<file path="src/rtl/core/chkre_pkg.sv">
`timescale 1ns / 1ps
// shared types, widths and codes for the chunk reassembly block
// no dependencies; used by chkre_ctrl, chkre_dp and the top level

package chkre_pkg;

    // default sizes
    localparam int STAGING_BYTES_DEF   = 1024;
    localparam int MAX_CHUNK_BYTES_DEF = 64;

    // fixed field widths
    localparam int CMD_W      = 2;
    localparam int OFFSET_W   = 11;
    localparam int BYTE_W     = 8;
    localparam int STATUS_W   = 2;
    localparam int COUNT_W    = 11;
    localparam int IN_TDATA_W  = 24;
    localparam int OUT_TDATA_W = 16;

    // item commands
    localparam logic [CMD_W-1:0] CMD_BEGIN  = 2'd0;
    localparam logic [CMD_W-1:0] CMD_CANCEL = 2'd1;
    localparam logic [CMD_W-1:0] CMD_BYTE   = 2'd2;
    localparam logic [CMD_W-1:0] CMD_EMPTY  = 2'd3;

    // result status codes
    localparam logic [STATUS_W-1:0] ST_OK         = 2'd0;
    localparam logic [STATUS_W-1:0] ST_NOT_ACTIVE = 2'd1;
    localparam logic [STATUS_W-1:0] ST_RANGE      = 2'd2;
    localparam logic [STATUS_W-1:0] ST_CONFLICT   = 2'd3;

    // controller to datapath commands
    typedef struct packed {
        logic                accept;
        logic                clr_step;
        logic                idx_clr;
        logic                idx_inc;
        logic                chk_rd;
        logic                wr_rd;
        logic                wr_wr;
        logic                res_load;
        logic [STATUS_W-1:0] res_status;
    } dp_cmd_t;

    // datapath to controller status
    typedef struct packed {
        logic item_ctl;
        logic item_apply;
        logic clr_last;
        logic session;
        logic range_err;
        logic len_zero;
        logic conflict;
        logic idx_last;
        logic out_free;
    } dp_stat_t;

endpackage

</file>
<file path="src/rtl/core/chkre_ctrl.sv">
`timescale 1ns / 1ps
// controller: sequences clearing passes, the check pass and the write pass
// of a chunk, and the handover of results; depends on chkre_pkg

module chkre_ctrl
    import chkre_pkg::*;
(
    input  logic     clk,
    input  logic     rst_n,
    input  logic     s_tvalid,
    output logic     s_tready,
    output dp_cmd_t  cmd,
    input  dp_stat_t stat
);

    localparam logic [2:0] FSM_CLEAR   = 3'd0;
    localparam logic [2:0] FSM_IDLE    = 3'd1;
    localparam logic [2:0] FSM_CHECK   = 3'd2;
    localparam logic [2:0] FSM_CHK_RD  = 3'd3;
    localparam logic [2:0] FSM_CHK_CMP = 3'd4;
    localparam logic [2:0] FSM_WR_RD   = 3'd5;
    localparam logic [2:0] FSM_WR_WR   = 3'd6;
    localparam logic [2:0] FSM_DONE    = 3'd7;

    logic [2:0]          state_reg,  state_next;
    logic [STATUS_W-1:0] status_reg, status_next;
    logic                accept;

    assign s_tready = state_reg == FSM_IDLE;
    assign accept   = s_tvalid && s_tready;

    // sequencing
    always_comb
    begin
        cmd         = '0;
        cmd.accept  = accept;
        state_next  = state_reg;
        status_next = status_reg;

        case (state_reg)
            FSM_CLEAR:
            begin
                cmd.clr_step = 1'b1;
                if (stat.clr_last)
                    state_next = FSM_IDLE;
            end
            FSM_IDLE:
            begin
                if (accept)
                begin
                    if (stat.item_ctl)
                        state_next = FSM_CLEAR;
                    else if (stat.item_apply)
                        state_next = FSM_CHECK;
                end
            end
            FSM_CHECK:
            begin
                cmd.idx_clr = 1'b1;
                if (!stat.session)
                begin
                    status_next = ST_NOT_ACTIVE;
                    state_next  = FSM_DONE;
                end
                else if (stat.range_err)
                begin
                    status_next = ST_RANGE;
                    state_next  = FSM_DONE;
                end
                else if (stat.len_zero)
                begin
                    status_next = ST_OK;
                    state_next  = FSM_DONE;
                end
                else
                    state_next = FSM_CHK_RD;
            end
            FSM_CHK_RD:
            begin
                cmd.chk_rd = 1'b1;
                state_next = FSM_CHK_CMP;
            end
            FSM_CHK_CMP:
            begin
                if (stat.conflict)
                begin
                    status_next = ST_CONFLICT;
                    state_next  = FSM_DONE;
                end
                else if (stat.idx_last)
                begin
                    cmd.idx_clr = 1'b1;
                    state_next  = FSM_WR_RD;
                end
                else
                begin
                    cmd.idx_inc = 1'b1;
                    state_next  = FSM_CHK_RD;
                end
            end
            FSM_WR_RD:
            begin
                cmd.wr_rd  = 1'b1;
                state_next = FSM_WR_WR;
            end
            FSM_WR_WR:
            begin
                cmd.wr_wr = 1'b1;
                if (stat.idx_last)
                begin
                    status_next = ST_OK;
                    state_next  = FSM_DONE;
                end
                else
                begin
                    cmd.idx_inc = 1'b1;
                    state_next  = FSM_WR_RD;
                end
            end
            FSM_DONE:
            begin
                if (stat.out_free)
                begin
                    cmd.res_load   = 1'b1;
                    cmd.res_status = status_reg;
                    state_next     = FSM_IDLE;
                end
            end
            default:
                state_next = FSM_IDLE;
        endcase
    end

    always_ff @(posedge clk or negedge rst_n)
    begin
        if (!rst_n)
        begin
            state_reg  <= FSM_CLEAR;
            status_reg <= ST_OK;
        end
        else
        begin
            state_reg  <= state_next;
            status_reg <= status_next;
        end
    end

    // checks
    a_cmp_after_rd: assert property (@(posedge clk) disable iff (!rst_n)
        (state_reg == FSM_CHK_CMP) |-> ($past(state_reg) == FSM_CHK_RD))
        else $error("compare without preceding read");

    a_wr_after_rd: assert property (@(posedge clk) disable iff (!rst_n)
        (state_reg == FSM_WR_WR) |-> ($past(state_reg) == FSM_WR_RD))
        else $error("store write without preceding read");

    a_load_to_idle: assert property (@(posedge clk) disable iff (!rst_n)
        cmd.res_load |=> (state_reg == FSM_IDLE))
        else $error("no return to idle after result load");

endmodule

</file>
<file path="config.mk">
export PLATFORM = sky130hd
export DESIGN_NAME = chkre_ctrl
export DESIGN_NICKNAME = d
export VERILOG_FILES = /design/src/rtl/core/chkre_pkg.sv /design/src/rtl/core/chkre_ctrl.sv
export SDC_FILE = /design/constraint.sdc
export NUM_CORES = 1
export LEC_CHECK = 0
export BUFFER_PORTS_ARGS = -buffer_cell sky130_fd_sc_hd__buf_4
export CORE_AREA = 2 2 39 41
export CTS_CLUSTER_DIAMETER = 40
export DETAILED_ROUTE_END_ITERATION = 6
export DIE_AREA = 0 0 41 43
export SKIP_LAST_GASP = 1
export SLEW_MARGIN = 20
export SYNTH_ARGS = -nofsm -noshare
export SYNTH_HDL_FRONTEND = slang
export SYNTH_SLANG_ARGS = --single-unit
</file>
<file path="constraint.sdc">
create_clock -name clk -period 2.2 [get_ports clk]
set_input_delay 0.11 -clock clk [delete_from_list [all_inputs] [get_ports clk]]
set_output_delay 0.11 -clock clk [all_outputs]
set_load 0.1 [all_outputs]
</file>
==> impl_metrics.ini, run 1 <==
[global_route]
grt_max_degree = 16
grt.overflow.total = 0
grt_pass1_wl_mm = 1.662
track_usage_pct = 14.33
grt_pass1_vias = 412
antenna_found_initial = 0

[clocking]
cts_root_buf = clkbuf_4
path_clk_slew_ns = 0.05
cts_tree = yes
cts_setup_buffers = 0
cts_sinks = 5
htree_levels = 1
cts_buffers = 3
clk_path_buf_depth = 2
clkLatencyLatePin_ns = 0.24

[synthesis]
synth-compound-area-share_pct = 20.41
synthMuxAreaShare_pct = 7.692
synth_cells = 53
ys_dominant_reg_cell = dfrtp_1
synthArstFlopShare_pct = 100.0
yosysWarnings = 0
synth_fa_ha_area_share_pct = 0
synth_xor_area_share_pct = 0
syn_area_per_cell_um2 = 7.979
ys_ff_latch = 5
netlist.area_leader.share_pct = 29.59
netlist_top_cells_count = a21oi_1 (6), dfrtp_1 (5), nor2_1 (5)
synth_area_leaders = dfrtp_1 (30%), a21oi_1 (7.1%), mux2_2 (5.3%)
seq_area_frac_synth_pct = 29.59
yosysTopAreaCell = dfrtp_1
synth_area_um2 = 422.9
synth-simple-area-share_pct = 35.50
synth_cell_types = 27
synth_edf_count = 0
synth_top_family_by_area = simple AND/OR/NAND/NOR gates
yosysMostFrequentCell = a21oi_1
syn-num-nets = 65

[layout]
largest_register_ffs = 3
fill_cells = 153
drive_gt1_share_pct = 44.16
synthToLayoutAreaGrowth_pct = 54.44
regArea_um2 = 125.1
nets = 90
multi_input_comb_area_um2 = 291.5
diodes = 0

[floorplan]
rows = 14
coreArea_mm2 = 0.001384
ios = 23
die_w_um = 41
initial_core_util_pct = 30.56
die_h_um = 43
die-area_mm2 = 0.001763

[routing]
wl_per_cell_um = 11.84
drtPass1Iterations = 3
viasPerCell = 5.075
drt_iter0_markers = 5
drc = 0
final_antenna_net_count = 0
wl_mm = 1.101
vias = 472

[setup_path]
path_class = reg -> out
required_ns = 2.09
crit_arrival_ns = 1.60
slowest_delay_ns = 0.59
worst_setup_path_start_kind = register
slowest_stage = dfrtp_1
path_cells = nand2b_1 -> a211oi_2 -> buf_4
end_kind = output pin
worstPathMaxFanout = 15

[timing]
setup-violations-final = 0
fmaxAchievable_mhz = 585.4
fin_crit_sh_pct = 77.65
clock_skew_ns = 0.004507
min_period_ns = 1.708
tns_ns = 0
rsz0062_at_grt = no
tightest_slew_ns = 0.4136
max_slew_margin_pct = 72.42
finalHoldViolCount = 0
report.final.slew_viol_count = 0

[hold_path]
hold_class = in -> reg

[placement]
port_buffers = 22
dp_hpwl_um = 810.8
finalWeightedCongestion = 0.7726

[job]
max-cap-violations = 0

[status]
outcome = completed
-- cell families after synthesis --
| kind of cell | after synthesis |
|---|---|
| buffers and inverters | 6 |
| multiplexers | 3 |
| AND/OR/NAND/NOR | 26 |
| flip-flops | 5 |
| AO/OA/AOI/OAI | 13 |
-- stage by stage --
step                      hold slack [ns]  setup WS, ns  util, %  instance area (µm²)  std cells
after detailed placement         -0.08676        0.5556    44.57                616.8         88
after floorplan                   -0.1856       0.05352        -                445.4         53
after global placement           -0.08665        0.5876    44.57                616.8         88
after global routing               0.1825        0.3590    47.20                653.1         93
final                              0.1767        0.4918    47.20                653.1         93
after CTS                          0.1825        0.4952    47.20                653.1         93
-- area by class of cell --
type / instances / area share, %
Timing Repair Buffer: 24 / 27.97
Tap cell: 16 / 3.065
Clock buffer: 4 / 4.023
Inverter: 2 / 1.149
Sequential cell: 5 / 19.16
Multi-Input combinational cell: 42 / 44.64
-- metal layers --
metal,global-route usage [%],up-vias,wire length [µm]
met1,16.99,211,497
met2,22.50,23,507
li1,-,238,-
met4,2.000,0,0
met3,7.853,0,96
met5,0,-,0
-- path summary, 6_finish.rpt --
path | slack [ns] | startpoint | to | cells after the start
min reg2reg | 0.51 | status_reg[1] | status_reg[1] | 1
max reg2reg | 0.54 | state_reg[1] | status_reg[1] | 3
min in group asynchronous | 0.21 | rst_n | status_reg[0] | 2
max in group asynchronous | 1.88 | rst_n | state_reg[0] | 2
min | 0.18 | stat[3] | state_reg[2] | 3
max | 0.49 | state_reg[2] | cmd[6] | 3
-- critical path: cells and delay by family (launching register included) --
family / cells / cell delay (ns)
DFF: 1 / 0.59
AOI/OAI and AO/OA: 1 / 0.23
and+or+nand+nor: 1 / 0.22
buffers and inverters: 1 / 0.31
-- layout by cell type (no fill, tap or decap), types with 3 or more instances in the layout --
cell,Yosys,routed
a21oi_1,6,6
and2_1,3,3
buf_4,1,23
clkbuf_4,0,3
dfrtp_1,5,5
nand2_1,4,4
nand2b_1,3,3
-- timing repair --
item,in CTS,in global routing
endpoints found under the hold margin,5,0
resized for setup,0,0
hold buffers,1,0
Power of run 1 is left out: the tool's default activity adds up to more than one toggle a clock period on the data nets, which glitch-free logic cannot reach.
==> run 2, diff against run 1 <==
clock period = 1.7 ns   (was 2.2 ns; I/O delays follow)
==> run 2 against run 1 <==
  * Sequential share of layout area decreased by 1.1 points
  * Sequential cell count unchanged
  * Die area unchanged
  * Hold slack worse by 0.056 ns
  * Clock skew is 0.0011 ns higher
  * Register-to-register slack got worse by 0.37 ns
  * Cell count increased by 2.2%
  * Critical path type unchanged
  * Critical endpoint unchanged
  * Highest routed layer is now met4
==> impl_metrics.ini, run 2 (synthesized netlist as in run 1, its figures left out) <==
[status]
outcome = completed

[routing]
drtPass1Iterations = 2
drc = 0
wl_mm = 1.123
vias = 496
viasPerCell = 5.221
drt_iter0_markers = 3
final_antenna_net_count = 0
wl_per_cell_um = 11.82

[clocking]
cts_setup_buffers = 0
cts_buffers = 3
cts_root_buf = clkbuf_4
cts_tree = yes
cts_sinks = 5
clkLatencyLatePin_ns = 0.25
clk_path_buf_depth = 2
path_clk_slew_ns = 0.05
htree_levels = 1

[placement]
place_inst = 90
placed_area_um2 = 644.4
port_buffers = 22
dp_hpwl_um = 856.1
finalWeightedCongestion = 0.6547

[setup_path]
slowest_stage = dfrtp_1
path_common_cell = buf_4
required_ns = 1.62
end_kind = output pin
r2r_setup_slack_ns = 0.17
worstPathMaxFanout = 14
r2r_cells = 3
crit_arrival_ns = 1.52
path_class = reg -> out
worstReg2RegStart = state_reg[0]
path_cells = buf_4 -> nand2b_1 -> a211oi_4 -> buf_4
worst_setup_path_start_kind = register
rr_endpoint = status_reg[1]
slowest_delay_ns = 0.35

[layout]
nets = 92
diodes = 0
fill_cells = 145
finalInstanceArea_um2 = 691.9
drive_gt1_share_pct = 49.37
synthToLayoutAreaGrowth_pct = 63.61
mostFrequentLayoutCells = buf_4 (22), a21oi_1 (6), dfrtp_1 (5)
final_cells = 95
final_common_cell = buf_4
largest_register_ffs = 3

[timing]
max_slew_margin_pct = 77.28
tightest_slew_ns = 0.3400
min_period_ns = 1.600
report.final.slew_viol_count = 0
fin_crit_sh_pct = 94.12
tns_ns = 0
setup-violations-final = 0
rsz0062_at_grt = yes
clock_skew_ns = 0.005653
fmaxAchievable_mhz = 625.0
finalHoldViolCount = 0

[floorplan]
coreArea_mm2 = 0.001384
die-area_mm2 = 0.001763
die_h_um = 43
die_w_um = 41
initial_core_util_pct = 30.56
ios = 23
rows = 14

[global_route]
track_usage_pct = 15.35
grt_pass1_wl_mm = 1.780
grt_pass1_vias = 429
grt_max_degree = 15
grt.overflow.total = 0
antenna_found_initial = 0

[hold_path]
hold_class = in -> reg
min_from = stat[3]
min_path_cells = 3
min_to = state_reg[2]

[job]
max-cap-violations = 0
==> run 2: cell type report <==
type                       count  area, µm²  area share [%]
multi-input combinational     42      304.0           43.94
timing repair buffer          26      209.0           30.20
sequential                     5      125.1           18.08
clock buffer                   4      26.28           3.797
tap                           16      20.02           2.893
inverter                       2      7.507           1.085
==> run 2: worst max-delay path by stage <==
stage	startpoint	endpoint	slack (ns)	cells past startpoint
after floorplan	state_reg[1]	cmd[5]	-0.33	3
after global placement	state_reg[0]	status_reg[1]	0.25	3
after detailed placement	state_reg[0]	status_reg[1]	0.19	3
after CTS	state_reg[1]	cmd[7]	0.06	5
after global routing	state_reg[1]	cmd[7]	-0.005	5
final	state_reg[2]	cmd[6]	0.1	4
==> run 2: per-stage QoR <==
step	setup slack, ns	hold WS [ns]	utilization [%]
after global placement	0.2451	-0.1117	46.56
final	0.09999	0.1209	50.00
after global routing	-0.005389	0.1315	50.00
after CTS	0.06045	0.1242	49.19
after detailed placement	0.1885	-0.1099	46.56
after floorplan	-0.3301	-0.2106	-
==> run 2: repair_timing <==
| item | CTS | global route |
|---|---|---|
| setup endpoints to repair | 0 | 3 |
| hold buffers | 1 | 0 |
| resized for setup | 0 | 3 |
| hold endpoints to repair | 5 | 0 |
==> run 2: worst max-delay path, delay by kind of cell, from the launching register on <==
kind / cells / cell delay [ns]
AOI/OAI and AO/OA: 1 / 0.23
buffers and inverters: 2 / 0.51
DFF: 1 / 0.35
and+or+nand+nor: 1 / 0.17
==> run 2: metal layers <==
metal  wire (µm)  GRT usage, %  share of wire [%]
met1         436         17.05                 39
met4          19         8.000                1.7
met3         100         6.283                8.9
met2         566         23.75                 50
met5           0             0                  0
Power of run 2 is left out for the same reason.
==> run 3, diff against run 2 <==
ABC_AREA = 1   (was unset)
PLACE_DENSITY = 0.73   (was unset)
==> run 3 against run 2 <==
  * Synthesized cell count rose by 64%
  * Via count rose by 19%
  * Die area did not move
  * Clock skew down 0.0037 ns
  * Maximum frequency rose by 0.71%
  * Register-to-register slack better by 0.35 ns
  * Sequential share of layout area fell by 1.4 points
  * Critical endpoint unchanged
==> impl_metrics.ini, run 3 <==
[status]
outcome = completed

[placement]
place_inst = 121
dp_hpwl_mm = 1.071
port_buffers = 22
finalWeightedCongestion = 0.7825

[setup_path]
r2r_cells = 6
worst_setup_path_start_kind = register
crit_arrival_ns = 1.50
slowest_delay_ns = 0.49
worstReg2RegStart = state_reg[0]
end_kind = output pin
path_cells = inv_8 -> nand3_4 -> nor2_4 -> a31o_2 -> buf_4
path_class = reg -> out
worstPathMaxFanout = 10
rr_endpoint = status_reg[0]
r2r_setup_slack_ns = 0.52
required_ns = 1.62
slowest_stage = dfrtp_2

[synthesis]
synthArstFlopShare_pct = 100.0
seq_area_frac_synth_pct = 21.69
synth_area_um2 = 576.8
syn_area_per_cell_um2 = 6.630
ys_ff_latch = 5
synth_cells = 87
ys_dominant_reg_cell = dfrtp_1
yosysWarnings = 0
yosysTopAreaCell = dfrtp_1
netlist_top_cells_count = nand2_1 (20), inv_1 (13), nor2_1 (10)
syn-num-nets = 99
yosysMostFrequentCell = nand2_1
synth_area_leaders = dfrtp_1 (22%), nand2_1 (13%), nor2_4 (9.8%)
netlist.area_leader.share_pct = 21.69
synth_cell_types = 22
synth_edf_count = 0

[routing]
drtPass1Iterations = 4
viasPerCell = 4.667
vias = 588
drc = 0
wl_per_cell_um = 10.21
drt_iter0_markers = 8
wl_mm = 1.287
final_antenna_net_count = 0

[layout]
drive_gt1_share_pct = 42.73
synthToLayoutAreaGrowth_pct = 34.06
final_cells = 126
fill_cells = 132
diodes = 0
nets = 123
multi_input_comb_area_um2 = 351.6
regArea_um2 = 128.9
largest_register_ffs = 3
mostFrequentLayoutCells = buf_4 (22), nand2_1 (20), inv_1 (13)
final_common_cell = buf_4

[global_route]
grt_pass1_wl_mm = 2.021
track_usage_pct = 16.90
grt.overflow.total = 0
grt_pass1_vias = 521
grt_max_degree = 11
antenna_found_initial = 0

[hold_path]
min_from = stat[7]
min_to = state_reg[0]
hold_class = in -> reg
min_path_cells = 4

[timing]
max_slew_margin_pct = 81.82
holdWs_ns = 0.1492
tightest_slew_ns = 0.2726
clock_skew_ns = 0.001955
setup-violations-final = 0
fmaxAchievable_mhz = 629.4
min_period_ns = 1.589
rsz0062_at_grt = no
report.final.slew_viol_count = 0
finalHoldViolCount = 0
fin_crit_sh_pct = 93.46

[clocking]
path_clk_slew_ns = 0.04
cts_root_buf = clkbuf_4
cts_sinks = 5
htree_levels = 1
cts_buffers = 3
clkLatencyLatePin_ns = 0.24
cts_tree = yes
clk_path_buf_depth = 2

[floorplan]
die-area_mm2 = 0.001763
die_w_um = 41
coreArea_mm2 = 0.001384
ios = 23
initial_core_util_pct = 41.68
rows = 14
die_h_um = 43

[job]
max-cap-violations = 0
## run 3: logic make-up after synthesis
kind of cell	Yosys count	synth area share, %
flip-flops	5	21.69
AND/OR/NAND/NOR	56	53.58
AO/OA/AOI/OAI	5	5.206
buffers and inverters	21	19.52
## run 3: cell type report
type,count,area share [%]
Sequential cell,5,16.67
Tap cell,16,2.589
Inverter,17,9.223
Timing Repair Buffer,23,22.65
Multi-Input combinational cell,61,45.47
Clock buffer,4,3.398
## run 3: metrics by stage
stage          setup slack [ns]  util (%)  TNS [ns]  instance area [µm²]
3_5_place_dp             0.2688     52.98         0                733.2
6_report                 0.1112     55.88         0                773.2
5_1_grt                 0.03224     55.88         0                773.2
4_1_cts                0.003985     55.61         0                769.5
2_1_floorplan           -0.2424         -   -0.7272                589.3
3_3_place_gp             0.2994     52.98         0                733.2
## run 3: worst max-delay path: cells and delay by family (launching register included)
kind | cells | cell delay (ns)
simple gates | 2 | 0.25
buf+inv | 2 | 0.40
flops | 1 | 0.49
compound gates | 1 | 0.12
## run 3: routing by layer
metal  up-vias  GRT usage, %  share of wire (%)
li1        319             -                  -
met1       250         20.71                 42
met2        17         26.88                 49
met3         2         7.853                7.2
met4         0         2.000                1.4
met5         -             0                  0
## run 3: worst max path at each step
stage	endpoint	cells after the start	slack [ns]	startpoint
detailed placement	cmd[6]	4	0.27	state_reg[2]
global route	cmd[6]	5	0.03	state_reg[0]
global placement	cmd[6]	5	0.30	state_reg[1]
finish	cmd[6]	5	0.11	state_reg[0]
CTS	cmd[6]	4	0.004	state_reg[2]
floorplan	cmd[0]	3	-0.24	state_reg[2]
## run 3: what timing repair did
item,4_1_cts,5_1_grt
setup endpoints to repair,0,3
gates resized for setup,0,3
setup buffers,0,0
endpoints found under the hold margin,5,0
hold buffers,1,0
Power of run 3 is left out for the same reason.
